## src/csv_pkg.sv

```systemverilog
// ----------------------------------------------------------------------------
// Camera sector visibility package
// Shared constants, types and tables of the sector visibility pipeline.
// ----------------------------------------------------------------------------
package csv_pkg;

  localparam int COORD_WIDTH_DEF = 16;
  localparam int NUM_TYPES_DEF   = 4;

  localparam int CORDIC_ITERS = 18;
  localparam int PRE_FRAC     = 12;
  localparam int ZW           = 24;
  localparam int FOV_W        = 16;
  localparam int DIR_W        = 16;
  localparam int TYPE_W       = 2;
  localparam int SECT_W       = 19;
  localparam int IDX_W        = 8;
  localparam int DIST_W       = 25;
  localparam int MUL_W        = 30;
  localparam int GAIN_W       = 24;
  localparam int PROD_W       = 54;
  localparam int GAIN_SHIFT   = 28;
  localparam int BRG_W        = 17;

  localparam logic signed [ZW-1:0]     QUARTER_Z  = 24'sd2949120;
  localparam logic signed [ZW-1:0]     Z_ROUND    = 24'sd128;
  localparam logic signed [BRG_W-1:0]  HALF_TURN  = 17'sd23040;
  localparam logic signed [BRG_W-1:0]  FULL_TURN  = 17'sd46080;
  localparam logic signed [SECT_W-1:0] HALF_TURN2 = 19'sd46080;
  localparam logic signed [SECT_W-1:0] FULL_TURN2 = 19'sd92160;

  localparam logic [GAIN_W-1:0] INV_GAIN   = 24'd10188014;
  localparam logic [PROD_W-1:0] GAIN_ROUND = 54'd1 << (GAIN_SHIFT - 1);
  localparam logic [DIST_W-1:0] DIST_MAX   = 25'h1FFFFFF;
  localparam logic [63:0] SAT_X =
    ((64'd1 << 53) - (64'd1 << 27) + 64'(INV_GAIN) - 64'd1) / 64'(INV_GAIN);

  typedef logic [FOV_W-1:0] fov_t;

  typedef struct packed {
    logic                     zero;
    logic signed [SECT_W-1:0] lo;
    logic signed [SECT_W-1:0] hi;
  } csv_side_t;

  function automatic logic signed [ZW-1:0] arc_angle(input int i);
    logic signed [ZW-1:0] a;
    unique case (i)
      0:       a = 24'sd1474560;
      1:       a = 24'sd870484;
      2:       a = 24'sd459940;
      3:       a = 24'sd233473;
      4:       a = 24'sd117189;
      5:       a = 24'sd58653;
      6:       a = 24'sd29333;
      7:       a = 24'sd14667;
      8:       a = 24'sd7334;
      9:       a = 24'sd3667;
      10:      a = 24'sd1833;
      11:      a = 24'sd917;
      12:      a = 24'sd458;
      13:      a = 24'sd229;
      14:      a = 24'sd115;
      15:      a = 24'sd57;
      16:      a = 24'sd29;
      17:      a = 24'sd14;
      default: a = '0;
    endcase
    return a;
  endfunction

  function automatic fov_t fov_reset(input int i);
    fov_t f;
    unique case (i)
      0:       f = 16'd0;
      1:       f = 16'd7680;
      2:       f = 16'd11520;
      3:       f = 16'd15360;
      default: f = 16'd0;
    endcase
    return f;
  endfunction

  function automatic logic signed [SECT_W-1:0] wrap2(input logic signed [SECT_W-1:0] v);
    logic signed [SECT_W-1:0] w;
    w = v;
    for (int k = 0; k < 3; k++) begin
      if (w > HALF_TURN2) begin
        w = w - FULL_TURN2;
      end
      if (w <= -HALF_TURN2) begin
        w = w + FULL_TURN2;
      end
    end
    return w;
  endfunction

endpackage

```

## src/csv_cell.sv

```systemverilog
// ----------------------------------------------------------------------------
// CORDIC vectoring cell
// One rotation step of the vectoring chain, registered, with its sector data.
// ----------------------------------------------------------------------------
module csv_cell #(
  parameter int COORD_WIDTH = csv_pkg::COORD_WIDTH_DEF,
  parameter int STAGE       = 0
) (
  input  logic                              clk,
  input  logic                              rst,
  input  logic                              up_valid,
  output logic                              up_ready,
  input  logic signed [COORD_WIDTH+14:0]    x_in,
  input  logic signed [COORD_WIDTH+14:0]    y_in,
  input  logic signed [csv_pkg::ZW-1:0]     z_in,
  input  csv_pkg::csv_side_t                side_in,
  output logic                              dn_valid,
  input  logic                              dn_ready,
  output logic signed [COORD_WIDTH+14:0]    x_out,
  output logic signed [COORD_WIDTH+14:0]    y_out,
  output logic signed [csv_pkg::ZW-1:0]     z_out,
  output csv_pkg::csv_side_t                side_out
);

  localparam int XW = COORD_WIDTH + 15;
  localparam logic signed [csv_pkg::ZW-1:0] ARC = csv_pkg::arc_angle(STAGE);

  logic                         valid;
  logic signed [XW-1:0]         x;
  logic signed [XW-1:0]         y;
  logic signed [csv_pkg::ZW-1:0] z;
  csv_pkg::csv_side_t           side;
  logic signed [XW-1:0]         xs;
  logic signed [XW-1:0]         ys;
  logic signed [XW-1:0]         x_next;
  logic signed [XW-1:0]         y_next;
  logic signed [csv_pkg::ZW-1:0] z_next;

  assign up_ready = !valid || dn_ready;

  always_comb begin
    xs = x_in >>> STAGE;
    ys = y_in >>> STAGE;
    if (!y_in[XW-1]) begin
      x_next = x_in + ys;
      y_next = y_in - xs;
      z_next = z_in + ARC;
    end else begin
      x_next = x_in - ys;
      y_next = y_in + xs;
      z_next = z_in - ARC;
    end
  end

  always_ff @(posedge clk) begin
    if (rst) begin
      valid <= 1'b0;
    end else if (up_ready) begin
      valid <= up_valid;
    end
  end

  always_ff @(posedge clk) begin
    if (up_ready && up_valid) begin
      x    <= x_next;
      y    <= y_next;
      z    <= z_next;
      side <= side_in;
    end
  end

  assign dn_valid = valid;
  assign x_out    = x;
  assign y_out    = y;
  assign z_out    = z;
  assign side_out = side;

endmodule

```

## config.mk

```make
export PLATFORM = sky130hd
export DESIGN_NAME = csv_cell
export DESIGN_NICKNAME = d
export VERILOG_FILES = /design/src/csv_pkg.sv /design/src/csv_cell.sv
export SDC_FILE = /design/constraint.sdc
export NUM_CORES = 1
export LEC_CHECK = 0
export ABC_AREA = 1
export ABC_CLOCK_PERIOD_IN_PS = 9450
export BUFFER_PORTS_ARGS = -buffer_cell sky130_fd_sc_hd__buf_4
export CAP_MARGIN = 20
export CORE_ASPECT_RATIO = 1.4
export CORE_MARGIN = 1
export CORE_UTILIZATION = 51
export CTS_BUF_LIST = sky130_fd_sc_hd__clkbuf_16
export DETAILED_ROUTE_END_ITERATION = 16
export HOLD_SLACK_MARGIN = 0.12
export PLACE_DENSITY = 0.88
export SLEW_MARGIN = 20
export SYNTH_ARGS = -nofsm -noshare
export SYNTH_HDL_FRONTEND = slang
export SYNTH_SLANG_ARGS = --single-unit
```

## constraint.sdc

```tcl
create_clock -name clk -period 9.45 [get_ports clk]
set_clock_uncertainty 0.05 [all_clocks]
set_input_delay 0.4725 -clock clk [delete_from_list [all_inputs] [get_ports clk]]
set_output_delay 0.4725 -clock clk [all_outputs]
set_load 0.01 [all_outputs]
```

# Word level (Yosys, flattened, before mapping)
# Index checks and enable logic that the tools add are counted.
dict set report word_totals {
  memories 0
  output_inout_bits 127
  ff_bits 126
  word_cells 18
  in_bits 129
  latchBits 0
  mem_bits_rw 0
  romBits 0
}
dict set report classes {
  eq_ne 0
  reduce_logical 3
  bitwise 0
  n_div 0
  n_shift 0
  mul 0
  mux 3
  magnitude_cmp 0
  add_sub_neg 5
}
# op n
set ops {}
lappend ops {{$mux W31} 2}
lappend ops {{$sub A31 B31 Y31} 2}
lappend ops {{$add A31 B31 Y31} 1}
lappend ops {{$add A24 B22 Y24 const B} 1}
lappend ops {{$mux W24} 1}
lappend ops {{$sub A24 B22 Y24 const B} 1}
lappend ops {{$logic_and A1 B1 Y1} 1}
lappend ops {{$logic_not A1 Y1} 1}
lappend ops {{$logic_or A1 B1 Y1} 1}

# Longest topological paths before layout
dict set report logic_depth {
  depth_word 3
  mapped_depth 16
  ltp_nobuf 15
}

# Least setup slack after synthesis
# OpenSTA, ideal clock, no wires.
dict set report synth_timing {
  path_kind {input -> register}
  startpoint {input port up_valid}
  endpoint {register side (netlist bit side_out[0]), enable pin}
  setup_slack_ps 2266
  required_ps 8752
  setup_time_ps 648
  n_path_buf 0
  arrival_ps 6486
  path_stages 2
  path_cell_list {inv_1 a21oi_1}
}
dict set report synth_between {
  elab_chain_len 1
}
# element line
set synth_rtl {}
lappend synth_rtl {{start, declared} csv_cell.sv:11} ;# input logic up_valid,
lappend synth_rtl {{$logic_and A1 B1 Y1} csv_cell.sv:64} ;# if (up_ready && up_valid) begin
lappend synth_rtl {{end signal, assigned} csv_cell.sv:68} ;# side <= side_in;
lappend synth_rtl {{end, declared} csv_cell.sv:32} ;# csv_pkg::csv_side_t side;
# No other way between the ends.
# A chain may end at the register's enable or synchronous reset.

# Worst setup path after layout
dict set report layout_timing {
  startpoint {input port y_in[30]}
  endpoint {register z (netlist bit z_out[23]), data pin}
}
dict set report layout_between {
  elab_chain_len 1
}
# element line
set layout_rtl {}
lappend layout_rtl {{start, declared} csv_cell.sv:14} ;# input logic signed [COORD_WIDTH+14:0] y_in,
lappend layout_rtl {{$mux W24} csv_cell.sv:44} ;# if (!y_in[XW-1]) begin
lappend layout_rtl {{net z_next (one bit)} csv_cell.sv:37} ;# logic signed [csv_pkg::ZW-1:0] z_next;
lappend layout_rtl {{end signal, assigned} csv_cell.sv:67} ;# z <= z_next;
lappend layout_rtl {{end, declared} csv_cell.sv:31} ;# logic signed [csv_pkg::ZW-1:0] z;
# The timed path passes the listed nets, and every way through them passes these cells.

==> results.toml <==
[pwr]
worst_ir_drop_vdd_v = 0.000131
power-per-cell-area_mw_per_mm2 = 144
cellLeakagePower_nw = 7.47

[synth]
mappedNetlistNets = 1848
ys_warn_count = 0
synth_async_sr_flop_share_pct = 0
post_synth_main_area_contributors = "sky130_fd_sc_hd__edfxtp_1 (33%), sky130_fd_sc_hd__nand2_1 (18%), sky130_fd_sc_hd__ha_1 (11%)"
yosysUniqueCellTypes = 46
cells_after_synthesis = 1618
synth-seq-area-share_pct = 32.8
netlist_area_pre_place_mm2 = 0.0114
dominantRegCellSynth = "sky130_fd_sc_hd__edfxtp_1"
syn_avg_cell_area_um2 = 7.05
post-synth-top-area-cell = "sky130_fd_sc_hd__edfxtp_1"
synth_register_bits = 125
synth_edf_count = 124
post-synth-top-count-cell = "sky130_fd_sc_hd__nand2_1"
synth.top_cells.by_count = "sky130_fd_sc_hd__nand2_1 (537), sky130_fd_sc_hd__inv_1 (283), sky130_fd_sc_hd__nand3_1 (140)"
synth_top_area_share_pct = 32.6

[clock_network]
ctsResizeCount = 0
clkSinkCount = 125
clock_insertion_delay_worst_skew_ns = 0.41
cts.htree.levels = 4
cts_setup_buffers = 0
clk_pin_slew_worst_paths_ns = 0.06
hold_buffer_count_at_cts = 0
cts_tree = "built"
clock_tree_root_driver_cell = "sky130_fd_sc_hd__clkbuf_16"
inserted_clock_buffers = 17
clk_path_buf_depth = 2

[timing]
final_min_period_over_clock_period_pct = 27.2
final-hold-violation-count = 0
tightest_slew_ns = 0.887
relSlewSlack_pct = 40.9
max_freq_mhz = 389
setup_repair_after_global_routing_missed_its_margin = "false"
timing.final.setup_violations = 0
report.final.slew_viol_count = 0
post-route-min-period_ns = 2.57
fin_setup_tns_ns = 0

[outcome]
status = "completed"

[setup_path]
worst_flop_to_flop_path_endpoint = "y_out[21]"
crit_path_max_incr_delay_ns = 0.61
regToRegStartpoint = "dn_valid"
critical_path.cell_chain = "buf_4 -> inv_2 -> buf_4 -> ha_1 -> a21oi_1 -> inv_1 -> a31oi_1 -> o21ai_0 -> nand2_1 -> nand2_1 -> nand2_1 -> nand2_1"
r2r_setup_slack_ns = 7.13
critPathLaunchType = "input port"
worst_path_dominant_cell_family = "buffers and inverters"
critical_path_buf_inv_count = 4
criticalPathCategory = "input port to flip-flop"
worst_ep_arrival_time_ns = 2.71
highest_fanout_seen_on_the_critical_path = 71
end_kind = "flip-flop"
reg2regPathDepth = 3
critPathMostFrequentCell = "sky130_fd_sc_hd__nand2_1"
worst_ep_required_time_ns = 9.58
cp_slowest_cell = "sky130_fd_sc_hd__buf_4"

[global_route]
wire_length_of_the_first_global_routing_pass_um = 55800
grtUsageMet2_pct = 59.8
grtUsageTotal_pct = 32.4
grt_remaining_overflow = 0
grt-busiest-layer = "met2"
use_met3_pct = 4.89
groute.layer.met1.usage_pct = 31.9
number_of_global_route_vias_before_repair = 11000
largest_net_degree_at_the_start_of_global_routing = 76
grt_antenna_before_repair = 0

[cells_and_area]
finalCoreUtilization_pct = 63.9
layout_cell_share_with_drive_strength_beyond_1_pct = 20.2
diodes = 0
nets = 2083
area_growth_syn_to_layout_pct = 22.9
fillers = 1990

[drt]
drt_iter0_markers = 794
post_drt_wl_per_cell_um = 16.9
drtPass1Iterations = 7
drc_violation_count_after_routing = 0
drt_wl_total_um = 36600
via_per_inst = 5.22
route.antenna.remaining_nets = 0
num_vias = 11300

[placement]
count_of_port_buffers_added_during_placement = 255
globalplace.congestion = 1.01
place.detailed.hpwl_um = 29800

[floorplan]
floorplan.rows = 64
dieHeight_um = 179
core_area_mm2 = 0.0219
chip_width_um = 128
pin_count = 256
start_util_pct = 52.0
die-area_mm2 = 0.0230

[hold_path]
hold_end = "dn_valid"
holdCritPathClass = "input port to flip-flop"
min-delay-start = "rst"
worstHoldPathCells = 2

[job]
maxCapViolations = 0
[through the flow]
step	total power [W]	hold WS [ns]	worst slack [ns]	instance area [um2]	cells
6_report	0.00202	0.157	6.88	14000	2163
5_1_grt	0.00212	0.155	6.63	14000	2163
4_1_cts	0.00202	0.136	6.90	14000	2163
3_5_place_dp	0.00136	0.507	6.45	13400	2131
3_3_place_gp	0.00135	0.467	6.47	13400	2131
2_1_floorplan	0.00112	0.492	2.27	11400	1618
[registers in the layout, summed over array words and instances (netlist names)]
name / count
side_out: 39
dn_valid: 1
z_out: 24
x_out: 30
y_out: 31
[how the worst max path moves through the flow]
stage / from / end / slack (ns) / cells after the start
CTS: y_in[30] / z_out[23] / 6.90 / 12
global placement: y_in[30] / z_out[23] / 6.47 / 12
finish: y_in[30] / z_out[23] / 6.88 / 12
global route: y_in[30] / z_out[23] / 6.63 / 12
floorplan: up_valid / side_out[0] / 2.27 / 2
detailed placement: y_in[30] / z_out[23] / 6.45 / 12
[metal layers]
| layer | up-vias | routed length, um | share of wire, % |
|---|---|---|---|
| met3 | 140 | 2290 | 6.3 |
| met5 | - | 0 | 0 |
| met2 | 507 | 18500 | 51 |
| li1 | 5571 | - | - |
| met1 | 5076 | 12800 | 35 |
| met4 | 0 | 2950 | 8.1 |
[cells by family (layout without fill, tap and decap cells)]
kind of cell	Yosys count	in the layout	synth area share [%]
buffers and inverters	341	589	12.4
flip-flops	125	125	32.8
multiplexers	2	2	0.175
AO/OA/AOI/OAI	161	161	7.85
AND/OR/NAND/NOR	855	855	32.9
adder cells (fa/ha/maj)	101	101	11.3
XOR/XNOR	33	33	2.53
[power by group]
part / internal [W] / total [W] / switching (W)
clock network: 0.000393 / 0.000658 / 0.000265
registers: 0.000679 / 0.000695 / 0.0000153
logic: 0.000243 / 0.000664 / 0.000421
[layout by cell type (no fill, tap or decap), types with 10 or more instances in the layout]
master / count
sky130_fd_sc_hd__a21oi_1: 75
sky130_fd_sc_hd__buf_4: 258
sky130_fd_sc_hd__clkbuf_16: 17
sky130_fd_sc_hd__edfxtp_1: 124
sky130_fd_sc_hd__ha_1: 97
sky130_fd_sc_hd__inv_1: 284
sky130_fd_sc_hd__inv_2: 13
sky130_fd_sc_hd__nand2_1: 537
sky130_fd_sc_hd__nand2_2: 16
sky130_fd_sc_hd__nand3_1: 140
sky130_fd_sc_hd__nand4_1: 22
sky130_fd_sc_hd__nor2_1: 82
sky130_fd_sc_hd__nor2_2: 20
sky130_fd_sc_hd__o21ai_0: 42
sky130_fd_sc_hd__o21ai_1: 10
sky130_fd_sc_hd__o21bai_1: 14
sky130_fd_sc_hd__xor2_1: 28
[area by class of cell]
| type | count | area [um2] | area share, % |
|---|---|---|---|
| inverter | 299 | 1120 | 8.02 |
| clock buffer | 17 | 425 | 3.03 |
| sequential | 125 | 3740 | 26.7 |
| clock inverter | 15 | 163 | 1.16 |
| tap | 297 | 372 | 2.65 |
| multi-input combinational | 1152 | 6260 | 44.6 |
| timing repair buffer | 258 | 1940 | 13.8 |
(Power assumes the default switching activity.)
