<file path="src/csv_pkg.sv">
// ----------------------------------------------------------------------------
// Camera sector visibility package
// Shared constants, types and tables of the sector visibility pipeline.
// ----------------------------------------------------------------------------
package csv_pkg;

  localparam int COORD_WIDTH_DEF = 16;
  localparam int NUM_TYPES_DEF   = 4;

  localparam int CORDIC_ITERS = 18;
  localparam int PRE_FRAC     = 12;
  localparam int ZW           = 24;
  localparam int FOV_W        = 16;
  localparam int DIR_W        = 16;
  localparam int TYPE_W       = 2;
  localparam int SECT_W       = 19;
  localparam int IDX_W        = 8;
  localparam int DIST_W       = 25;
  localparam int MUL_W        = 30;
  localparam int GAIN_W       = 24;
  localparam int PROD_W       = 54;
  localparam int GAIN_SHIFT   = 28;
  localparam int BRG_W        = 17;

  localparam logic signed [ZW-1:0]     QUARTER_Z  = 24'sd2949120;
  localparam logic signed [ZW-1:0]     Z_ROUND    = 24'sd128;
  localparam logic signed [BRG_W-1:0]  HALF_TURN  = 17'sd23040;
  localparam logic signed [BRG_W-1:0]  FULL_TURN  = 17'sd46080;
  localparam logic signed [SECT_W-1:0] HALF_TURN2 = 19'sd46080;
  localparam logic signed [SECT_W-1:0] FULL_TURN2 = 19'sd92160;

  localparam logic [GAIN_W-1:0] INV_GAIN   = 24'd10188014;
  localparam logic [PROD_W-1:0] GAIN_ROUND = 54'd1 << (GAIN_SHIFT - 1);
  localparam logic [DIST_W-1:0] DIST_MAX   = 25'h1FFFFFF;
  localparam logic [63:0] SAT_X =
    ((64'd1 << 53) - (64'd1 << 27) + 64'(INV_GAIN) - 64'd1) / 64'(INV_GAIN);

  typedef logic [FOV_W-1:0] fov_t;

  typedef struct packed {
    logic                     zero;
    logic signed [SECT_W-1:0] lo;
    logic signed [SECT_W-1:0] hi;
  } csv_side_t;

  function automatic logic signed [ZW-1:0] arc_angle(input int i);
    logic signed [ZW-1:0] a;
    unique case (i)
      0:       a = 24'sd1474560;
      1:       a = 24'sd870484;
      2:       a = 24'sd459940;
      3:       a = 24'sd233473;
      4:       a = 24'sd117189;
      5:       a = 24'sd58653;
      6:       a = 24'sd29333;
      7:       a = 24'sd14667;
      8:       a = 24'sd7334;
      9:       a = 24'sd3667;
      10:      a = 24'sd1833;
      11:      a = 24'sd917;
      12:      a = 24'sd458;
      13:      a = 24'sd229;
      14:      a = 24'sd115;
      15:      a = 24'sd57;
      16:      a = 24'sd29;
      17:      a = 24'sd14;
      default: a = '0;
    endcase
    return a;
  endfunction

  function automatic fov_t fov_reset(input int i);
    fov_t f;
    unique case (i)
      0:       f = 16'd0;
      1:       f = 16'd7680;
      2:       f = 16'd11520;
      3:       f = 16'd15360;
      default: f = 16'd0;
    endcase
    return f;
  endfunction

  function automatic logic signed [SECT_W-1:0] wrap2(input logic signed [SECT_W-1:0] v);
    logic signed [SECT_W-1:0] w;
    w = v;
    for (int k = 0; k < 3; k++) begin
      if (w > HALF_TURN2) begin
        w = w - FULL_TURN2;
      end
      if (w <= -HALF_TURN2) begin
        w = w + FULL_TURN2;
      end
    end
    return w;
  endfunction

endpackage

</file>
<file path="src/csv_back.sv">
// ----------------------------------------------------------------------------
// Sector visibility back end
// Turns the vectoring result into a bearing and a distance, wraps the sector
// bounds and runs the strict sector test over three registered stages.
// ----------------------------------------------------------------------------
module csv_back #(
  parameter int COORD_WIDTH = csv_pkg::COORD_WIDTH_DEF
) (
  input  logic                              clk,
  input  logic                              rst,
  input  logic                              up_valid,
  output logic                              up_ready,
  input  logic signed [COORD_WIDTH+14:0]    x_in,
  input  logic signed [csv_pkg::ZW-1:0]     z_in,
  input  csv_pkg::csv_side_t                side_in,
  output logic                              dn_valid,
  input  logic                              dn_ready,
  output logic                              visible,
  output logic [csv_pkg::DIST_W-1:0]        distance
);

  localparam int XW = COORD_WIDTH + 15;

  logic v1;
  logic v2;
  logic v3;
  logic r1;
  logic r2;
  logic r3;

  logic signed [csv_pkg::SECT_W-1:0] b2_1;
  logic signed [csv_pkg::SECT_W-1:0] lo1;
  logic signed [csv_pkg::SECT_W-1:0] hi1;
  logic                              sat1;
  logic [csv_pkg::MUL_W-1:0]         xm1;

  logic [csv_pkg::PROD_W-1:0]        prod2;
  logic                              vis2;
  logic                              sat2;

  logic                              vis3;
  logic [csv_pkg::DIST_W-1:0]        dist3;

  logic signed [csv_pkg::ZW-1:0]     zr;
  logic signed [csv_pkg::BRG_W-1:0]  brg;
  logic signed [csv_pkg::BRG_W-1:0]  brg_w;
  logic signed [csv_pkg::SECT_W-1:0] b2_next;
  logic [63:0]                       x_ext;
  logic                              sat_next;
  logic [csv_pkg::MUL_W-1:0]         xm_next;
  logic                              vis_next;
  logic [csv_pkg::PROD_W-1:0]        sum3;
  logic [csv_pkg::DIST_W-1:0]        dist_next;

  assign r3       = !v3 || dn_ready;
  assign r2       = !v2 || r3;
  assign r1       = !v1 || r2;
  assign up_ready = r1;

  always_comb begin
    zr  = z_in + csv_pkg::Z_ROUND;
    brg = csv_pkg::BRG_W'($signed(zr[csv_pkg::ZW-1:8]));
    if (brg > csv_pkg::HALF_TURN) begin
      brg_w = brg - csv_pkg::FULL_TURN;
    end else if (brg <= -csv_pkg::HALF_TURN) begin
      brg_w = brg + csv_pkg::FULL_TURN;
    end else begin
      brg_w = brg;
    end
    if (side_in.zero) begin
      b2_next = '0;
    end else begin
      b2_next = csv_pkg::SECT_W'(brg_w) <<< 1;
    end
    x_ext = 64'($unsigned(x_in));
    if (x_in[XW-1]) begin
      sat_next = 1'b0;
      xm_next  = '0;
    end else begin
      sat_next = x_ext >= csv_pkg::SAT_X;
      xm_next  = x_ext[csv_pkg::MUL_W-1:0];
    end
  end

  always_comb begin
    if (lo1 <= hi1) begin
      vis_next = (b2_1 > lo1) && (b2_1 < hi1);
    end else begin
      vis_next = (b2_1 > lo1) || (b2_1 < hi1);
    end
  end

  always_comb begin
    sum3 = prod2 + csv_pkg::GAIN_ROUND;
    if (sat2) begin
      dist_next = csv_pkg::DIST_MAX;
    end else begin
      dist_next = sum3[csv_pkg::GAIN_SHIFT +: csv_pkg::DIST_W];
    end
  end

  always_ff @(posedge clk) begin
    if (rst) begin
      v1 <= 1'b0;
      v2 <= 1'b0;
      v3 <= 1'b0;
    end else begin
      if (r1) begin
        v1 <= up_valid;
      end
      if (r2) begin
        v2 <= v1;
      end
      if (r3) begin
        v3 <= v2;
      end
    end
  end

  always_ff @(posedge clk) begin
    if (r1 && up_valid) begin
      b2_1 <= b2_next;
      lo1  <= csv_pkg::wrap2(side_in.lo);
      hi1  <= csv_pkg::wrap2(side_in.hi);
      sat1 <= sat_next;
      xm1  <= xm_next;
    end
    if (r2 && v1) begin
      prod2 <= csv_pkg::PROD_W'(xm1) * csv_pkg::PROD_W'(csv_pkg::INV_GAIN);
      vis2  <= vis_next;
      sat2  <= sat1;
    end
    if (r3 && v2) begin
      vis3  <= vis2;
      dist3 <= dist_next;
    end
  end

  assign dn_valid = v3;
  assign visible  = vis3;
  assign distance = dist3;

endmodule

</file>
<file path="config.mk">
export PLATFORM = sky130hd
export DESIGN_NAME = csv_back
export DESIGN_NICKNAME = d
export VERILOG_FILES = /design/src/csv_pkg.sv /design/src/csv_back.sv
export SDC_FILE = /design/constraint.sdc
export NUM_CORES = 1
export LEC_CHECK = 0
export ABC_AREA = 0
export BUFFER_PORTS_ARGS = -buffer_cell sky130_fd_sc_hd__buf_4
export CORE_ASPECT_RATIO = 0.9
export CORE_MARGIN = 10
export CORE_UTILIZATION = 35
export CTS_BUF_LIST = sky130_fd_sc_hd__clkbuf_8
export DETAILED_ROUTE_END_ITERATION = 6
export GPL_ROUTABILITY_DRIVEN = 0
export HOLD_SLACK_MARGIN = 0.06
export PLACE_DENSITY = 0.61
export RECOVER_POWER = 50
export SETUP_SLACK_MARGIN = 0.3
export SYNTH_ARGS = -nofsm -noshare
export SYNTH_HDL_FRONTEND = slang
export SYNTH_SLANG_ARGS = --single-unit
</file>
<file path="constraint.sdc">
create_clock -name clk -period 10.6 [get_ports clk]
set_input_delay 2.12 -clock clk [delete_from_list [all_inputs] [get_ports clk]]
set_output_delay 2.12 -clock clk [all_outputs]
set_load 0.005 [all_outputs]
</file>
Yosys cells after proc, flatten, opt, wreduce, memory -nomap -nowiden
Index checks and enable logic that the tools add are counted.

Register bits: 170. Input port bits: 98. Word-level logic and storage cells: 85.

Add/sub/neg operators: 16. Multiply operators: 1. Order comparisons: 18. Muxes and demuxes: 25. Reduce and logical (&&, ||, !) cells: 11.

Operators with widths (number): $mux W19 (22); $add A19 B18 Y19 const B (6); $gt A19 B17 Y1 const B (6); $le A19 B17 Y1 const B (6); $sub A19 B18 Y19 const B (6); $add A53 B28 Y53 const B (1); $mul A30 B23 Y52 const B (1); $mux W17 (2); $ge A31 B30 Y1 const B (1); $add A24 B9 Y24 const B (1); $gt A18 B19 Y1 (1); $le A19 B19 Y1 (1); $lt A18 B19 Y1 (1); $add A16 B17 Y17 const B (1); $sub A16 B17 Y17 const B (1); $gt A16 B16 Y1 const B (1); $le A16 B16 Y1 const B (1); $logic_and A1 B1 Y1 (4); $logic_or A1 B1 Y1 (4); $logic_not A1 Y1 (3); $mux W1 (1).

Logic depth before layout (Yosys ltp)
Word-level depth: 20. Gate-level depth with buffers: 49.

Worst setup path before layout
OpenSTA, ideal clock, no wires.

Path kind: input to register. Start: input side_in[25] (netlist name). End: register lo1[15] (netlist name), data pin. Arrival time: 10.563 ns. Required time: 10.345 ns. Slack: -0.218 ns. Cell stages on the path: 41. Path through: or4_4 -> o41ai_4 -> o21ai_2 -> o21ai_1 -> ha_1 -> nand2_1 -> a31o_1 -> o211a_2 -> nor2_4 -> mux2i_1 -> ha_1 -> a21oi_1 -> nor2_1 -> nor2_1 -> o221a_2 -> a21oi_2 -> a21oi_2 -> buf_6 -> [5 not listed] -> or3_1 -> o2111a_1 -> or4_1 -> nand2_2 -> mux2i_1 -> ha_1 -> a21oi_1 -> a2111o_1 -> a211o_1 -> a211oi_2 -> nor2_1 -> xnor2_1 -> ha_1 -> nand2_1 -> a2111o_1 -> o211ai_2 -> a21oi_2 -> a31o_1.

Word-level cells in the longest chain between the ends: 17.

RTL lines: start: declaration (RTL line csv_back.sv:15) `input csv_pkg::csv_side_t side_in,`; $sub A19 B18 Y19 / $gt A19 B17 Y1 (equally long branches) (RTL line csv_pkg.sv:89, csv_pkg.sv:88); $mux W19 (*) (RTL line csv_pkg.sv:88) `if (w > HALF_TURN2) begin`; $mux W19 (*) (RTL line csv_back.sv:121) `if (r1 && up_valid) begin`; $add A19 B18 Y19 / $le A19 B17 Y1 (equally long branches) (RTL line csv_pkg.sv:92, csv_pkg.sv:91); $mux W19 (*) (RTL line csv_pkg.sv:91) `if (w <= -HALF_TURN2) begin`; $mux W19 (*) (RTL line csv_back.sv:121); $sub A19 B18 Y19 / $gt A19 B17 Y1 (equally long branches) (RTL line csv_pkg.sv:89, csv_pkg.sv:88); $mux W19 (*) (RTL line csv_pkg.sv:88); $mux W19 (*) (RTL line csv_back.sv:121); $add A19 B18 Y19 / $le A19 B17 Y1 (equally long branches) (RTL line csv_pkg.sv:92, csv_pkg.sv:91); $mux W19 (*) (RTL line csv_pkg.sv:91); $mux W19 (*) (RTL line csv_back.sv:121); $sub A19 B18 Y19 / $gt A19 B17 Y1 (equally long branches) (RTL line csv_pkg.sv:89, csv_pkg.sv:88); $mux W19 (*) (RTL line csv_pkg.sv:88); $mux W19 (*) (RTL line csv_back.sv:121); $add A19 B18 Y19 / $le A19 B17 Y1 (equally long branches) (RTL line csv_pkg.sv:92, csv_pkg.sv:91); $mux W19 (*) (RTL line csv_pkg.sv:91); end signal: assignment (RTL line csv_back.sv:123) `lo1 <= csv_pkg::wrap2(side_in.lo);`; end: declaration (RTL line csv_back.sv:32) `logic signed [csv_pkg::SECT_W-1:0] lo1;`.

Every way passes the cells marked *; elsewhere a longest branch is shown, timed or not. The select of a mux whose other input is x is not followed. A chain may end at the register's enable or synchronous reset.

Worst setup path after layout
Start: input side_in[29] (netlist name). End: register lo1[15] (netlist name), data pin.

The elaborated chain is that of the path after synthesis.

==> run metrics <==
setup tns final 0 ns; Root Buffer clkbuf_8; clock slew at reported path FFs 0.08 ns; cts bufs inserted 17; num rows 94; Final Hold Fails 0; Final Max Tran Viols 0; Antenna Cells 0; worst setup path start side_in[29]; uppermost layer routed met5; WP data arrival 10.27 ns; Reg2Reg Setup Slack 1.53 ns; largest net degree at the start of global routing 79; Detailed Place HPWL 52.44 mm; hold path start vis2$_DFFE_PP_; fmax 99.96 MHz; clock sinks 143; Starting Density 0.3527; vias in the first global route 19030; Post-synth ARST share 0; Seq/Total Area, Yosys 0.1655; Residual DRC 0; CP max FO 7; syn nets 3429; PortBufs 118; total of max-cap violations 0; worst skew pair latency 0.52 ns; final worst-path cycle share 0.9438; Worst path max stage delay 0.52 ns; Final setup violation count 0; die area 84870 um^2; Slew @ Worst Pin 1.489 ns; WHS Endpoint visible$_DFFE_PP_; nets 3612; CP max stage cell or4_4; Synthesis Warnings 0; CP Launch Type primary input; met2 WL 29.67 mm; Synth Register Bits 143; RR Endpoint prod2[48]$_DFFE_PP_; Synth Instances 2633; Slew HR 0.007020; drt pass-1 iters 5; Die Ht 277.4 um; FF-to-FF path depth 30; RSZ-0062 raised after global routing no; Critical Path RT 10.87 ns; initial antenna violation count 1; Syn Std Cell Area 25760 um^2; EDFF count, synth 140; Die W 306.0 um; clock tree buffer depth 2; final instance area 28760 um^2; skew final 0.01444 ns; fillers 7261; First DRT Iteration DRCs 1039; share of layout cells above drive strength 1 0.1124; Cell Area, Placed 28360 um^2; Main synth FF type edfxtp_1; grt ovf 0; met3 WL 2.383 mm; outcome finished clean; Worst Hold Depth 0; GRT Util Overall 0.1468; Layout area overhead 11.66%; CTS H-tree depth 4; Ports 126; hold crit path type reg2reg; Final ANT Viol Nets 0; Post-CTS Hold Fix Bufs 0; CTS tree done; via density per instance 4.969; Routed wire per std cell 16.25 um; first-pass GRT wire length 101.6 mm; drt total wl 61.57 mm; Distinct cells, synth 118; total number of vias 18830; Final min period 10.00 ns; type of the worst setup path in2reg; FF-to-FF Start xm1[7]$_SDFFCE_PP0P_; element type at the critical path end register; metal1 wirelength 28.62 mm; Core Area 73040 um^2; Final Util 0.3938; Mean Syn Cell Area 9.783 um^2
[flip-flops by register name, summed over array words and instances (netlist names)]
| name | cells |
|---|---|
| hi1 | 19 |
| v1 | 1 |
| sat1 | 1 |
| visible | 1 |
| lo1 | 19 |
| v2 | 1 |
| sat2 | 1 |
| b2_1 | 17 |
| prod2 | 26 |
| distance | 25 |
| xm1 | 30 |
| vis2 | 1 |
| dn_valid | 1 |
[repair_timing]
item / 4_1_cts / 5_1_grt
setup endpoints to repair: 0 / 8
buffers inserted: 0 / 8
resized for setup: 0 / 8
[cell usage in the layout, fill, tap and decap left out, drive strengths merged, types with 16 or more instances in the layout]
master,count
nor2,109
nor4,16
nor2b,54
ha,351
xor2,42
nand3,54
clkbuf,45
nand2,100
fa,347
xnor2,65
nand2b,35
a21oi,101
buf,176
mux2i,19
nor3,44
a211oi,24
inv,620
o21a,28
o211ai,17
a31oi,19
o21ai,74
edfxtp,140
a21o,42
nand4,26
and3,27
[cell usage after synthesis (10+ instances only)]
library cell | count | share of area
nor2b_1 | 54 | 0.013
mux2i_1 | 19 | 0.0074
o211ai_1 | 14 | 0.0041
nand2_1 | 98 | 0.014
a21oi_1 | 93 | 0.018
xnor2_1 | 61 | 0.021
edfxtp_1 | 140 | 0.16
nand3_1 | 54 | 0.010
nor3_1 | 40 | 0.0078
nand4_1 | 26 | 0.0063
clkbuf_1 | 26 | 0.0038
a21o_1 | 42 | 0.012
or3_1 | 13 | 0.0032
o21a_1 | 28 | 0.0082
o21ai_0 | 53 | 0.010
ha_1 | 351 | 0.17
nand2b_1 | 35 | 0.0085
a211oi_1 | 22 | 0.0064
fa_1 | 347 | 0.27
xor2_1 | 39 | 0.013
a211o_1 | 10 | 0.0034
a31oi_1 | 19 | 0.0046
and3_1 | 27 | 0.0066
inv_1 | 613 | 0.089
and2_1 | 12 | 0.0029
o21ai_1 | 16 | 0.0031
o31ai_1 | 10 | 0.0029
nor2_1 | 107 | 0.016
nor4_1 | 14 | 0.0034
[critical path, delay by kind of cell]
| kind | cells | cell delay [ns] |
|---|---|---|
| AOI/OAI and AO/OA | 20 | 3.71 |
| and+or+nand+nor | 14 | 2.22 |
| buffers and inverters | 4 | 0.82 |
| adders and majority gates | 5 | 0.84 |
| muxes | 2 | 0.54 |
[worst max path at each step]
stage	end	cells past startpoint	slack, ns
2_1_floorplan	lo1[15]$_DFFE_PP_	41	0.14
3_3_place_gp	lo1[15]$_DFFE_PP_	46	0.18
3_5_place_dp	lo1[15]$_DFFE_PP_	43	0.08
4_1_cts	lo1[15]$_DFFE_PP_	43	0.67
5_1_grt	lo1[15]$_DFFE_PP_	44	0.14
6_report	lo1[15]$_DFFE_PP_	45	0.60
[cell families (layout without fill, tap and decap cells)]
family | Yosys count | in the layout | share of synthesized area
adder cells (fa/ha/maj) | 698 | 698 | 0.4402
AO/OA/AOI/OAI | 464 | 464 | 0.1349
XOR/XNOR | 109 | 109 | 0.04061
AND/OR/NAND/NOR | 540 | 540 | 0.1121
multiplexers | 25 | 25 | 0.01001
buffers and inverters | 654 | 850 | 0.09671
flip-flops | 143 | 143 | 0.1655
[metal layers]
metal / vias to the layer above / global-route usage
li1: 9202 / -
met1: 9226 / 0.2003
met2: 344 / 0.2434
met3: 52 / 0.02224
met4: 2 / 0.03016
met5: - / 0
[area by class of cell]
class	instances	area (um^2)	share of cell area
clock buffers	17	234.0	0.008135
clock inverters	15	162.7	0.005655
inverters	614	2305	0.08013
multi-input cells	1836	19140	0.6656
flip-flops and latches	143	4264	0.1483
well taps	960	1201	0.04176
repair buffers	204	1453	0.05050
[per-stage QoR]
step	setup slack (ns)	hold slack [ns]	cells
5_1_grt	0.1384	0.4473	3789
3_5_place_dp	0.07754	0.4158	3749
4_1_cts	0.6714	0.4366	3781
3_3_place_gp	0.1769	0.4079	3749
2_1_floorplan	0.1381	0.4003	2633
6_report	0.5962	0.4299	3789
Power is not shown: default switching activity piles up to over one toggle a cycle in this logic, so the estimate is an artifact.
