`src/csv_pkg.sv`:
```
// ----------------------------------------------------------------------------
// Camera sector visibility package
// Shared constants, types and tables of the sector visibility pipeline.
// ----------------------------------------------------------------------------
package csv_pkg;

  localparam int COORD_WIDTH_DEF = 16;
  localparam int NUM_TYPES_DEF   = 4;

  localparam int CORDIC_ITERS = 18;
  localparam int PRE_FRAC     = 12;
  localparam int ZW           = 24;
  localparam int FOV_W        = 16;
  localparam int DIR_W        = 16;
  localparam int TYPE_W       = 2;
  localparam int SECT_W       = 19;
  localparam int IDX_W        = 8;
  localparam int DIST_W       = 25;
  localparam int MUL_W        = 30;
  localparam int GAIN_W       = 24;
  localparam int PROD_W       = 54;
  localparam int GAIN_SHIFT   = 28;
  localparam int BRG_W        = 17;

  localparam logic signed [ZW-1:0]     QUARTER_Z  = 24'sd2949120;
  localparam logic signed [ZW-1:0]     Z_ROUND    = 24'sd128;
  localparam logic signed [BRG_W-1:0]  HALF_TURN  = 17'sd23040;
  localparam logic signed [BRG_W-1:0]  FULL_TURN  = 17'sd46080;
  localparam logic signed [SECT_W-1:0] HALF_TURN2 = 19'sd46080;
  localparam logic signed [SECT_W-1:0] FULL_TURN2 = 19'sd92160;

  localparam logic [GAIN_W-1:0] INV_GAIN   = 24'd10188014;
  localparam logic [PROD_W-1:0] GAIN_ROUND = 54'd1 << (GAIN_SHIFT - 1);
  localparam logic [DIST_W-1:0] DIST_MAX   = 25'h1FFFFFF;
  localparam logic [63:0] SAT_X =
    ((64'd1 << 53) - (64'd1 << 27) + 64'(INV_GAIN) - 64'd1) / 64'(INV_GAIN);

  typedef logic [FOV_W-1:0] fov_t;

  typedef struct packed {
    logic                     zero;
    logic signed [SECT_W-1:0] lo;
    logic signed [SECT_W-1:0] hi;
  } csv_side_t;

  function automatic logic signed [ZW-1:0] arc_angle(input int i);
    logic signed [ZW-1:0] a;
    unique case (i)
      0:       a = 24'sd1474560;
      1:       a = 24'sd870484;
      2:       a = 24'sd459940;
      3:       a = 24'sd233473;
      4:       a = 24'sd117189;
      5:       a = 24'sd58653;
      6:       a = 24'sd29333;
      7:       a = 24'sd14667;
      8:       a = 24'sd7334;
      9:       a = 24'sd3667;
      10:      a = 24'sd1833;
      11:      a = 24'sd917;
      12:      a = 24'sd458;
      13:      a = 24'sd229;
      14:      a = 24'sd115;
      15:      a = 24'sd57;
      16:      a = 24'sd29;
      17:      a = 24'sd14;
      default: a = '0;
    endcase
    return a;
  endfunction

  function automatic fov_t fov_reset(input int i);
    fov_t f;
    unique case (i)
      0:       f = 16'd0;
      1:       f = 16'd7680;
      2:       f = 16'd11520;
      3:       f = 16'd15360;
      default: f = 16'd0;
    endcase
    return f;
  endfunction

  function automatic logic signed [SECT_W-1:0] wrap2(input logic signed [SECT_W-1:0] v);
    logic signed [SECT_W-1:0] w;
    w = v;
    for (int k = 0; k < 3; k++) begin
      if (w > HALF_TURN2) begin
        w = w - FULL_TURN2;
      end
      if (w <= -HALF_TURN2) begin
        w = w + FULL_TURN2;
      end
    end
    return w;
  endfunction

endpackage

```
`src/csv_front.sv`:
```
// ----------------------------------------------------------------------------
// Sector visibility entry stage
// Forms the offset vector, folds it into the right half plane and raises the
// raw sector bounds from the facing direction and field of view.
// ----------------------------------------------------------------------------
module csv_front #(
  parameter int COORD_WIDTH = csv_pkg::COORD_WIDTH_DEF
) (
  input  logic                              clk,
  input  logic                              rst,
  input  logic                              up_valid,
  output logic                              up_ready,
  input  logic signed [COORD_WIDTH-1:0]     camera_x,
  input  logic signed [COORD_WIDTH-1:0]     camera_y,
  input  logic signed [csv_pkg::DIR_W-1:0]  camera_dir,
  input  logic signed [COORD_WIDTH-1:0]     target_x,
  input  logic signed [COORD_WIDTH-1:0]     target_y,
  input  csv_pkg::fov_t                     fov,
  output logic                              dn_valid,
  input  logic                              dn_ready,
  output logic signed [COORD_WIDTH+14:0]    x_out,
  output logic signed [COORD_WIDTH+14:0]    y_out,
  output logic signed [csv_pkg::ZW-1:0]     z_out,
  output csv_pkg::csv_side_t                side_out
);

  localparam int DW = COORD_WIDTH + 1;
  localparam int XW = COORD_WIDTH + 15;

  logic                          valid;
  logic signed [XW-1:0]          x;
  logic signed [XW-1:0]          y;
  logic signed [csv_pkg::ZW-1:0] z;
  csv_pkg::csv_side_t            side;
  logic signed [DW-1:0]          dx;
  logic signed [DW-1:0]          dy;
  logic signed [DW-1:0]          x0;
  logic signed [DW-1:0]          y0;
  logic signed [csv_pkg::ZW-1:0] z0;
  logic signed [csv_pkg::SECT_W-1:0] dir2;
  logic signed [csv_pkg::SECT_W-1:0] fov_s;
  csv_pkg::csv_side_t            side_next;

  assign up_ready = !valid || dn_ready;

  always_comb begin
    dx = DW'(target_x) - DW'(camera_x);
    dy = DW'(target_y) - DW'(camera_y);
    if (dx[DW-1]) begin
      if (!dy[DW-1]) begin
        x0 = dy;
        y0 = -dx;
        z0 = csv_pkg::QUARTER_Z;
      end else begin
        x0 = -dy;
        y0 = dx;
        z0 = -csv_pkg::QUARTER_Z;
      end
    end else begin
      x0 = dx;
      y0 = dy;
      z0 = '0;
    end
    dir2  = csv_pkg::SECT_W'(camera_dir) <<< 1;
    fov_s = $signed(csv_pkg::SECT_W'(fov));
    side_next.zero = (dx == '0) && (dy == '0);
    side_next.lo   = dir2 - fov_s;
    side_next.hi   = dir2 + fov_s;
  end

  always_ff @(posedge clk) begin
    if (rst) begin
      valid <= 1'b0;
    end else if (up_ready) begin
      valid <= up_valid;
    end
  end

  always_ff @(posedge clk) begin
    if (up_ready && up_valid) begin
      x    <= XW'(x0) <<< csv_pkg::PRE_FRAC;
      y    <= XW'(y0) <<< csv_pkg::PRE_FRAC;
      z    <= z0;
      side <= side_next;
    end
  end

  assign dn_valid = valid;
  assign x_out    = x;
  assign y_out    = y;
  assign z_out    = z;
  assign side_out = side;

endmodule

```
`config.mk`:
```
export PLATFORM = sky130hd
export DESIGN_NAME = csv_front
export DESIGN_NICKNAME = d
export VERILOG_FILES = /design/src/csv_pkg.sv /design/src/csv_front.sv
export SDC_FILE = /design/constraint.sdc
export NUM_CORES = 1
export LEC_CHECK = 0
export ABC_CLOCK_PERIOD_IN_PS = 3300
export BUFFER_PORTS_ARGS = -buffer_cell sky130_fd_sc_hd__buf_2
export CAP_MARGIN = 10
export CORE_MARGIN = 1.5
export CORE_UTILIZATION = 53
export DETAILED_ROUTE_END_ITERATION = 8
export PLACE_DENSITY = 0.82
export SYNTH_ARGS = -nofsm -noshare
export SYNTH_HDL_FRONTEND = slang
export SYNTH_SLANG_ARGS = --single-unit
```
`constraint.sdc`:
```
create_clock -name clk -period 3.3 [get_ports clk]
set_input_delay 0 -clock clk [delete_from_list [all_inputs] [get_ports clk]]
set_output_delay 0 -clock clk [all_outputs]
set_load 0.05 [all_outputs]
```
Word level (Yosys, flattened, before mapping)
Cells that the tools add are included.
{ "totals": {"reg_bits": 98, "input_bits": 100, "output_inout_bits": 127} }
{ "op_classes": {"n_mux": 5, "n_addsub": 6, "n_reduce_logical": 6} }
{ "op_table": {"columns": ["op", "n"], "rows": [
  ["$mux 17", 4],
  ["$logic_not 17->1", 2],
  ["$neg 17->17", 2],
  ["$sub 16x16->17", 2],
  ["$mux 24", 1],
  ["$add 17x17->18", 1],
  ["$sub 17x17->18", 1],
  ["$logic_and 1x1->1", 2],
  ["$logic_not 1->1", 1],
  ["$logic_or 1x1->1", 1]
]} }

Depth between registers and ports, before layout
Gate-level depths: netlist of run 1.
{ "depth": {"ltp_word": 4, "ltp_mapped": 15} }

Least setup slack after synthesis of run 1
No wires, ideal clock.
{ "synth_timing": {"path_kind": "register to register", "start": "register valid (netlist: dn_valid)", "end": "register side (netlist bit side_out[10]), enable pin", "arrival_time_ns": 2.760, "path_slack_ns": 0.102, "path_stages_with_launch": 3, "synth_period_minus_slack_ns": 3.198, "path_buffers": 0, "path_cell_list": "dfxtp_1 -> nand2b_1 -> and2_1"} }
{ "synth_between": {"elab_chain_len": 3} }
{ "synth_rtl": {"columns": ["item", "line_no", "text"], "rows": [
  ["from (decl)", "csv_front.sv:30", "logic valid;"],
  ["from (signal assigned)", "csv_front.sv:75", "valid <= up_valid;"],
  ["$logic_not 1->1", "csv_front.sv:44", "assign up_ready = !valid || dn_ready;"],
  ["$logic_or 1x1->1", "csv_front.sv:44", null],
  ["via up_ready", "csv_front.sv:12", "output logic up_ready,"],
  ["$logic_and 1x1->1", "csv_front.sv:80", "if (up_ready && up_valid) begin"],
  ["to (signal assigned)", "csv_front.sv:84", "side <= side_next;"],
  ["to (decl)", "csv_front.sv:34", "csv_pkg::csv_side_t side;"]
]} }
The timed path passes the listed nets, and every way through them passes these cells.
A chain may end at the register's enable or synchronous reset.

==> results.py, run 1 <==
metrics = {
    "placed_design": {
        "place_area_sq_um": 8010,
        "dp.cells": 1129,
        "io_buffers": 186,
        "gp_congestion": 0.909,
        "hpwl_um": 12800,
    },
    "sta": {
        "finalHoldViolCount": 0,
        "tns_ns": 0,
        "slew_headroom_pct": 37.1,
        "fmax_mhz": 342,
        "rsz0062_at_grt": "false",
        "tightestPinTransition_ns": 0.943,
        "setup_viol": 0,
        "slew_violations": 0,
        "period_share_pct": 88.6,
        "post-route-min-period_ns": 2.92,
        "fin_skew_ns": 0.00449,
    },
    "yosys": {
        "ys_seq_area_share_pct": 31.1,
        "synth_edf_count": 73,
        "synth_cells": 791,
        "ys_types": 82,
        "synth_flop_cell": "edfxtp_1",
        "synthArstFlopShare_pct": 0,
        "synth-seq-cells": 74,
        "netlist_area_sq_um": 7120,
        "syn_avg_cell_area_sq_um": 9.01,
        "yosysWarnings": 0,
    },
    "power": {
        "pwr-share-comb_pct": 46.7,
        "p_clk_share_pct": 23.6,
        "power_density_nw_per_um2": 510,
        "swShare_pct": 42.8,
        "p_int_uw": 2440,
        "switchingPower_uw": 1830,
        "total_power_uw": 4260,
        "seqPwrFrac_pct": 29.7,
        "p_leak_uw": 0.00390,
        "peakVddDrop_v": 0.000288,
    },
    "cts": {
        "clockBufferDepth": 2,
        "cts_buffers": 9,
        "cts_tree": "built",
        "cts.sinks": 74,
        "clk_latency_ns": 0.33,
        "cts_root_buf": "clkbuf_16",
        "cts_setup_buffers": 0,
        "clk_pin_slew_ns": 0.06,
        "cts_htree_levels": 3,
    },
    "critical_path": {
        "crit_path_end_kind": "flip-flop",
        "worst_ep_arrival_time_ns": 3.07,
        "required_ns": 3.44,
        "crit_slowest_cell": "dlygate4sd3_1",
        "cp_cell_sequence": "dlygate4sd3_1 > buf_2 > fa_1 > nand2b_1 > a21boi_0 > o21ai_0 > a21o_1 > a21oi_1 > nor3_1 > nor3_1 > o21ai_0 > a211oi_1",
        "cp_slowest_stage_delay_ns": 0.52,
        "crit_fanout": 3,
        "path_class": "in2reg",
        "start_kind": "primary input",
        "critPathTopFamily": "compound AO/OA/AOI/OAI gates",
        "cp_num_buf_inv": 2,
    },
    "floorplanning": {
        "io_pins": 227,
        "die_height_um": 119,
        "dieArea_sq_um": 14100,
        "core-area_sq_um": 13200,
        "fp-row-count": 42,
        "dieWidth_um": 119,
        "start_util_pct": 54.0,
    },
    "grt": {
        "overflow": 0,
        "antenna_found_initial": 0,
        "grt_pass1_wl_um": 25700,
        "grt_start_max_net_pins": 74,
        "grt_pass1_vias": 5507,
        "grt_usage_pct": 22.3,
    },
    "route": {
        "wl_per_cell_um": 13.9,
        "via_count": 6134,
        "antenna_left": 0,
        "drt-total-wl_um": 16000,
        "dr.first_iter.drc_count": 414,
        "drt-pass1-iter-count": 5,
        "drc_errors": 0,
        "vias_per_cell": 5.34,
    },
    "finish": {
        "drive_gt1_share_pct": 24.6,
        "syn_to_final_growth_pct": 17.2,
        "multi_input_area_sq_um": 4230,
        "final_cell_area_sq_um": 8350,
        "layout.nets": 1138,
        "layout.cells.non_filler": 1148,
        "regArea_sq_um": 2210,
        "diodes": 0,
        "nFillCells": 1133,
    },
    "worst_hold_path": {
        "hp-class": "in2reg",
    },
    "run": {
        "cap_violations": 0,
    },
    "status": {
        "status": "complete, no violations",
    },
}
-- through the flow --
step	hold WS, ns	worst slack (ns)	util (%)
after detailed placement	0.160	0.0732	60.7
after CTS	0.0572	0.425	63.3
after global routing	0.0972	0.133	63.3
after floorplan	0.0691	0.102	-
final	0.0748	0.376	63.3
after global placement	0.160	0.129	60.7
-- sequential cells by signal, summed over array words and instances (netlist names) --
name,flops
side_out,36
dn_valid,1
x_out,17
z_out,3
y_out,17
-- synthesized netlist by cell type (3+ instances only) --
| cell | count | share of area, % |
|---|---|---|
| nand2b_1 | 13 | 1.1 |
| o2111ai_1 | 5 | 0.61 |
| ha_1 | 67 | 12 |
| o21ai_0 | 38 | 2.7 |
| or3_1 | 9 | 0.79 |
| o31a_1 | 4 | 0.49 |
| a31oi_1 | 7 | 0.61 |
| xnor2_1 | 46 | 5.7 |
| mux2i_1 | 9 | 1.3 |
| fa_1 | 4 | 1.1 |
| o21ai_1 | 5 | 0.35 |
| nor2b_1 | 8 | 0.70 |
| a211oi_1 | 6 | 0.63 |
| o211ai_1 | 7 | 0.74 |
| nand2_1 | 41 | 2.2 |
| and2_1 | 6 | 0.53 |
| nor3_1 | 21 | 1.5 |
| buf_4 | 55 | 5.8 |
| and3_1 | 10 | 0.88 |
| nand3_1 | 12 | 0.84 |
| nor4_1 | 8 | 0.70 |
| o31ai_1 | 5 | 0.53 |
| buf_6 | 3 | 0.47 |
| a21oi_1 | 53 | 3.7 |
| or4_1 | 3 | 0.32 |
| o21bai_1 | 5 | 0.53 |
| o211a_1 | 3 | 0.42 |
| nand3b_1 | 3 | 0.32 |
| a41oi_1 | 3 | 0.37 |
| xor2_1 | 20 | 2.5 |
| inv_1 | 83 | 4.4 |
| nor2_1 | 70 | 3.7 |
| o21a_1 | 8 | 0.84 |
| edfxtp_1 | 73 | 31 |
| a21o_1 | 8 | 0.84 |
| clkbuf_1 | 15 | 0.79 |
-- logic make-up (layout without fill, tap and decap cells) --
kind of cell | count (synthesis) | after routing | synth area share, %
adders and majority gates | 71 | 71 | 12.9
AOI/OAI and AO/OA | 188 | 188 | 18.3
xor gates and xnor gates | 67 | 67 | 8.34
and+or+nand+nor | 221 | 221 | 16.3
DFF | 74 | 74 | 31.1
muxes | 10 | 10 | 1.42
other | 1 | 40 | 0.0526
buffers and inverters | 159 | 301 | 11.6
-- timing repair --
| item | 4_1_cts | 5_1_grt |
|---|---|---|
| endpoints found under the setup margin | 0 | 0 |
| hold buffers | 3 | 0 |
| gates resized for setup | 0 | 0 |
| endpoints found under the hold margin | 2 | 0 |
-- cell usage in the layout (no fill, tap or decap), types with 8 or more instances in the layout --
cell	Yosys	final
nor2_1	70	70
a21o_1	8	8
buf_2	2	186
or3_1	9	9
buf_4	55	11
xnor2_1	46	46
nor2b_1	8	8
edfxtp_1	73	73
o21a_1	8	8
nor3_1	21	21
and3_1	10	10
a21oi_1	53	53
clkbuf_16	0	9
nor4_1	8	8
nand2_1	41	41
nand2b_1	13	13
inv_1	83	83
nand3_1	12	12
conb_1	1	40
ha_1	67	67
o21ai_0	38	38
mux2i_1	9	9
xor2_1	20	20
-- worst register-to-register path: cells and delay by family, from the launching register on --
family | cells | cell delay (ns)
DFF | 1 | 0.31
and+or+nand+nor | 2 | 0.90
-- cell type report --
| cell class | instances | share of cell area (%) |
|---|---|---|
| Multi-Input combinational cell | 597 | 50.7 |
| Tap cell | 176 | 2.64 |
| Sequential cell | 74 | 26.5 |
| Timing Repair Buffer | 201 | 12.7 |
| Clock buffer | 9 | 2.70 |
| Clock inverter | 7 | 0.989 |
| Inverter | 84 | 3.78 |
-- power by group through the flow --
stage,combinational [uW],sequential [uW],clock (uW)
after floorplan,1130,1730,0
after global placement,1940,1290,0
after detailed placement,1960,1290,0
after CTS,1970,1270,1020
after global routing,2140,1280,1060
final,1990,1270,1010
-- path summary, 6_finish.rpt --
check                           slack, ns           start      endpoint  cells after the start
worst min register to register       1.09        dn_valid      dn_valid                      3
worst max-delay path                 0.38          fov[0]  side_out[35]                     12
worst min-delay path                 0.07  camera_dir[15]  side_out[36]                      2
worst max register to register       1.69        dn_valid     y_out[26]                      2
-- per-layer routing --
layer / routed length [um] / track usage (%)
met5: 0 / 0
met4: 283 / 5.87
met3: 859 / 3.69
met2: 7720 / 38.3
met1: 7140 / 29.3
(Power assumes the default switching activity.)
==> run 2, diff against run 1 <==
MAX_ROUTING_LAYER = met4   (was not set)
==> run 2 against run 1 <==
Effect of this change:
- setup slack gained 0.0069 ns
- core utilization unchanged
- routed wire length is 0.30% lower
- global-route usage is 0.65 points higher
- clock skew is essentially flat
- critical endpoint unchanged
- via count up 0.44%
- first-iteration DRC count increased by 0.24%
- die area unchanged
- count of clock-buffer cells in the layout did not move
- flip-flop and latch count unchanged
==> results.py, run 2 (synthesis gave the netlist of run 1 again) <==
metrics = {
    "critical_path": {
        "crit_fanout": 3,
        "rr_worst_depth": 2,
        "rr_endpoint": "z_out[22]",
        "endpoint": "side_out[35]",
        "reg2reg_from": "dn_valid",
        "start_kind": "primary input",
        "critical_path.startpoint": "fov[0]",
        "r2r_slack_ns": 1.68,
        "worst_ep_arrival_time_ns": 3.06,
        "path_class": "in2reg",
        "crit_path_end_kind": "flip-flop",
        "required_ns": 3.44,
    },
    "sta": {
        "setup_viol": 0,
        "slew_violations": 0,
        "tightestPinTransition_ns": 0.944,
        "post-route-worst-setup-slack_ns": 0.383,
        "slew_headroom_pct": 37.1,
        "fin_hold_ws_ns": 0.0782,
        "post-route-min-period_ns": 2.92,
        "period_share_pct": 88.4,
        "fmax_mhz": 343,
        "fin_skew_ns": 0.00410,
        "rsz0062_at_grt": "false",
        "finalHoldViolCount": 0,
        "tns_ns": 0,
    },
    "cts": {
        "cts.sinks": 74,
        "cts_setup_buffers": 0,
        "cts_hold_buf": 3,
        "clockBufferDepth": 2,
        "cts_tree": "built",
        "clk_pin_slew_ns": 0.06,
        "cts_buffers": 9,
        "clk_latency_ns": 0.33,
        "cts_root_buf": "clkbuf_16",
        "post_cts_resized": 0,
        "cts_htree_levels": 3,
    },
    "power": {
        "total_power_uw": 4260,
        "power_density_nw_per_um2": 510,
        "p_leak_uw": 0.00390,
        "peakVddDrop_v": 0.000287,
    },
    "placed_design": {
        "post-place-ws_ns": 0.0732,
        "gp_congestion": 0.925,
        "hpwl_um": 12800,
        "io_buffers": 186,
    },
    "floorplanning": {
        "fp-row-count": 42,
        "start_util_pct": 54.0,
        "core-area_sq_um": 13200,
        "io_pins": 227,
        "dieWidth_um": 119,
        "die_height_um": 119,
        "dieArea_sq_um": 14100,
    },
    "finish": {
        "diodes": 0,
        "syn_to_final_growth_pct": 17.2,
        "final_common_cell": "buf_2",
        "layout.nets": 1138,
        "largest_register_ffs": 36,
        "mostFrequentLayoutCells": "buf_2, inv_1, edfxtp_1",
        "nFillCells": 1133,
        "drive_gt1_share_pct": 24.6,
    },
    "route": {
        "antenna_left": 0,
        "vias_per_cell": 5.37,
        "drt-total-wl_um": 16000,
        "via_count": 6161,
        "wl_per_cell_um": 13.9,
        "drc_errors": 0,
        "drt-pass1-iter-count": 5,
        "dr.first_iter.drc_count": 415,
    },
    "grt": {
        "grt_start_max_net_pins": 74,
        "antenna_found_initial": 0,
        "overflow": 0,
        "grt_pass1_vias": 5505,
        "grt_pass1_wl_um": 25700,
        "grt_usage_pct": 23.0,
    },
    "worst_hold_path": {
        "hp-class": "in2reg",
    },
    "status": {
        "status": "complete, no violations",
    },
    "run": {
        "cap_violations": 0,
    },
}
## run 2: cell counts in the layout (fill, tap and decap cells not counted)
No cell type changed its count.
## run 2: worst min path at each step
stage | from | end | slack, ns | cells after the start
2_1_floorplan | rst | dn_valid | 0.07 | 1
3_3_place_gp | rst | dn_valid | 0.16 | 2
3_5_place_dp | rst | dn_valid | 0.16 | 2
4_1_cts | camera_dir[15] | side_out[36] | 0.06 | 2
5_1_grt | camera_dir[15] | side_out[36] | 0.1 | 2
6_report | camera_dir[15] | side_out[36] | 0.08 | 2
## run 2: metrics by stage
stage	std cells	util, %	instance area [sq um]
floorplan	830	-	7270
global placement	1129	60.7	8010
detailed placement	1129	60.7	8010
CTS	1148	63.3	8350
global route	1148	63.3	8350
finish	1148	63.3	8350
## run 2: cell type report
type	count	area, sq um	share of cell area [%]
sequential	74	2210	26.5
clock inverter	7	82.6	0.989
clock buffer	9	225	2.70
inverter	84	315	3.78
multi-input combinational	597	4230	50.7
timing repair buffer	201	1060	12.7
tap	176	220	2.64
## run 2: metal layers
| layer | vias up | global-route usage, % | wire (um) | share of wire, % |
|---|---|---|---|---|
| met5 | - | - | 0 | 0 |
| met4 | 0 | 5.87 | 299 | 1.9 |
| met3 | 20 | 3.59 | 1010 | 6.3 |
| met2 | 234 | 38.3 | 7660 | 48 |
| met1 | 2837 | 29.4 | 6980 | 44 |
| li1 | 3070 | - | - | - |
## run 2: power breakdown
group          leakage (uW)  total (uW)  internal, uW  switching (uW)
combinational       0.00304        1990           612            1370
sequential         0.000713        1270          1220            42.1
clock              0.000145        1010           599             407
total               0.00390        4260          2440            1820
## run 2: critical path: stages
cell and delay [ns]:
dlygate4sd3_1 0.52, buf_2 0.14, fa_1 0.43, nand2b_1 0.16, a21boi_0 0.23, o21ai_0 0.21, a21o_1 0.23, a21oi_1 0.20
nor3_1 0.07, nor3_1 0.33, o21ai_0 0.25, a211oi_1 0.29
==> run 3, diff against run 2 <==
ABC_AREA = 1   (was not set)
PLACE_DENSITY = 0.81   (was 0.82)
==> run 3 against run 2 <==
Effect of this change:
- combinational power is essentially flat
- flip-flop and latch count is the same
- final cell count grew 27%
- worst hold slack gained 0.036 ns
- first-iteration DRC count grew 48%
- critical path depth grew 5
- critical endpoint is now y_out[28]
- die area grew 7.5%
- routed wire length grew 21%
- largest power group unchanged
- register-to-register slack gained 0.28 ns
- non-clock buffer count shrank 8
==> results.py, run 3 <==
metrics = {
    "worst_hold_path": {
        "min_path_cells": 3,
        "holdPathEnd": "side_out[17]",
        "hp-class": "in2reg",
        "min-delay-start": "fov[15]",
    },
    "yosys": {
        "netlist_area_sq_um": 7670,
        "synth-xor-area-share_pct": 5.25,
        "synth_fa_ha_area_share_pct": 12.0,
        "synth.area.mux_share_pct": 0,
        "ys_seq_area_share_pct": 28.8,
        "synth_top_cell_area_share_pct": 28.6,
        "ys_types": 42,
        "synth_edf_count": 73,
        "yosysTopAreaCell": "edfxtp_1",
        "synthArstFlopShare_pct": 0,
        "synth_most_common_cell": "nand2_1",
        "synth-seq-cells": 74,
        "synth_top_family_by_area": "simple AND/OR/NAND/NOR gates",
        "synth_flop_cell": "edfxtp_1",
        "ys_top_cells_by_area": "edfxtp_1, nand2_1, ha_1",
        "synth_compound_area_share_pct": 8.38,
        "synth_common_cells": "nand2_1, inv_1, nand3_1",
        "yosys.area_share.simple_pct": 29.2,
        "yosysWarnings": 0,
        "synth_cells": 1101,
        "syn_avg_cell_area_sq_um": 6.97,
    },
    "sta": {
        "slew_violations": 0,
        "tns_ns": 0,
        "finalHoldViolCount": 0,
        "fin_skew_ns": 0.00550,
        "tightestPinTransition_ns": 0.534,
        "period_share_pct": 73.0,
        "fin_hold_ws_ns": 0.114,
        "slew_headroom_pct": 64.4,
        "rsz0062_at_grt": "false",
        "setup_viol": 0,
        "post-route-min-period_ns": 2.41,
        "fmax_mhz": 415,
        "post-route-worst-setup-slack_ns": 0.892,
    },
    "critical_path": {
        "path_class": "in2reg",
        "r2r_slack_ns": 1.96,
        "cp_num_buf_inv": 2,
        "rr_worst_depth": 2,
        "rr_endpoint": "y_out[22]",
        "crit_fanout": 4,
        "worst_ep_arrival_time_ns": 2.50,
        "cp_slowest_stage_delay_ns": 0.41,
        "reg2reg_from": "dn_valid",
        "crit_slowest_cell": "fa_1",
        "critical_path.startpoint": "camera_x[0]",
        "required_ns": 3.39,
        "cp_cell_sequence": "buf_2 > ha_1 > fa_1 > inv_1 > nand3_1 > nand2_1 > nand2_1 > nand2_1 > nand3_1 > nor2_1 > nand2_1 > nor2_1 > nand2_1 > nor4_2 > ha_1 > nand2_1 > nand2_1",
        "crit_path_end_kind": "flip-flop",
        "critPathTopFamily": "simple AND/OR/NAND/NOR gates",
        "cp_common_cell": "nand2_1",
        "start_kind": "primary input",
    },
    "cts": {
        "cts.sinks": 74,
        "clockBufferDepth": 2,
        "cts_hold_buf": 4,
        "cts_root_buf": "clkbuf_16",
        "cts_buffers": 9,
        "post_cts_resized": 0,
        "cts_htree_levels": 3,
        "clk_latency_ns": 0.34,
        "cts_tree": "built",
        "cts_setup_buffers": 0,
        "clk_pin_slew_ns": 0.06,
    },
    "floorplanning": {
        "dieWidth_um": 123,
        "die_height_um": 123,
        "dieArea_sq_um": 15200,
        "fp-row-count": 43,
        "start_util_pct": 54.8,
        "core-area_sq_um": 14000,
        "io_pins": 227,
    },
    "finish": {
        "mostFrequentLayoutCells": "nand2_1, inv_1, buf_2",
        "syn_to_final_growth_pct": 15.2,
        "drive_gt1_share_pct": 17.8,
        "diodes": 0,
        "final_common_cell": "nand2_1",
        "layout.nets": 1446,
        "largest_register_ffs": 36,
    },
    "run": {
        "cap_violations": 0,
    },
    "power": {
        "p_leak_uw": 0.00492,
        "peakVddDrop_v": 0.000360,
        "power_density_nw_per_um2": 486,
        "total_power_uw": 4290,
    },
    "route": {
        "drc_errors": 0,
        "dr_wl_met3_um": 1380,
        "m1WireLength_um": 8170,
        "wl_per_cell_um": 13.2,
        "via_count": 7413,
        "dr.first_iter.drc_count": 613,
        "antenna_left": 0,
        "wl_met2_um": 9410,
        "drt-total-wl_um": 19300,
        "routed.top_layer": "met4",
        "vias_per_cell": 5.08,
        "drt-pass1-iter-count": 5,
    },
    "placed_design": {
        "hpwl_um": 15500,
        "post-place-ws_ns": 0.558,
        "gp_congestion": 0.925,
        "io_buffers": 186,
    },
    "grt": {
        "grt_start_max_net_pins": 39,
        "grt_pass1_vias": 6664,
        "grt_pass1_wl_um": 30300,
        "grt_usage_pct": 26.1,
        "antenna_found_initial": 0,
        "overflow": 0,
    },
    "status": {
        "status": "complete, no violations",
    },
}
run 3: worst max-delay path by stage:
stage	depth (start not counted)	slack, ns	to
global placement	14	0.65	x_out[28]
CTS	11	0.91	side_out[33]
floorplan	1	0.29	side_out[10]
finish	17	0.89	y_out[28]
global route	18	0.64	y_out[28]
detailed placement	17	0.56	y_out[28]
run 3: cell type report:
cell class / instances / area (sq um)
clock buffer: 12 / 236
clock inverter: 4 / 76.3
fill: 1295 / 5150
inverter: 191 / 722
multi-input combinational: 806 / 4370
sequential: 74 / 2210
tap: 180 / 225
timing repair buffer: 193 / 993
run 3: layer usage:
| metal | GRT usage (%) | up-vias |
|---|---|---|
| li1 | - | 3760 |
| met1 | 32.2 | 3333 |
| met2 | 45.1 | 293 |
| met3 | 2.91 | 27 |
| met4 | 7.90 | 0 |
| met5 | - | - |
run 3: metrics by stage:
stage	utilization, %	cells	cell area, sq um
after global placement	60.6	1440	8480
final	63.2	1460	8830
after global routing	63.2	1460	8830
after detailed placement	60.6	1440	8480
after floorplan	-	1140	7820
after CTS	63.2	1460	8830
run 3: where the power goes:
group | total, uW | switching (uW) | internal, uW | leakage [uW]
sequential | 1260 | 43.8 | 1220 | 0.000719
combinational | 1960 | 1440 | 522 | 0.00405
clock | 1070 | 405 | 665 | 0.000147
run 3: worst min-delay path: cells and delay by family:
family	cells	cell delay, ns
AO/OA/AOI/OAI	1	0.05
adder cells (fa/ha/maj)	1	0.16
buffers and inverters	1	0.09
run 3: logic make-up after synthesis:
family                     after synthesis
and+or+nand+nor                        536
buffers and inverters                  260
AOI/OAI and AO/OA                      113
DFF                                     74
adders and majority gates               71
xor gates and xnor gates                46
other                                    1
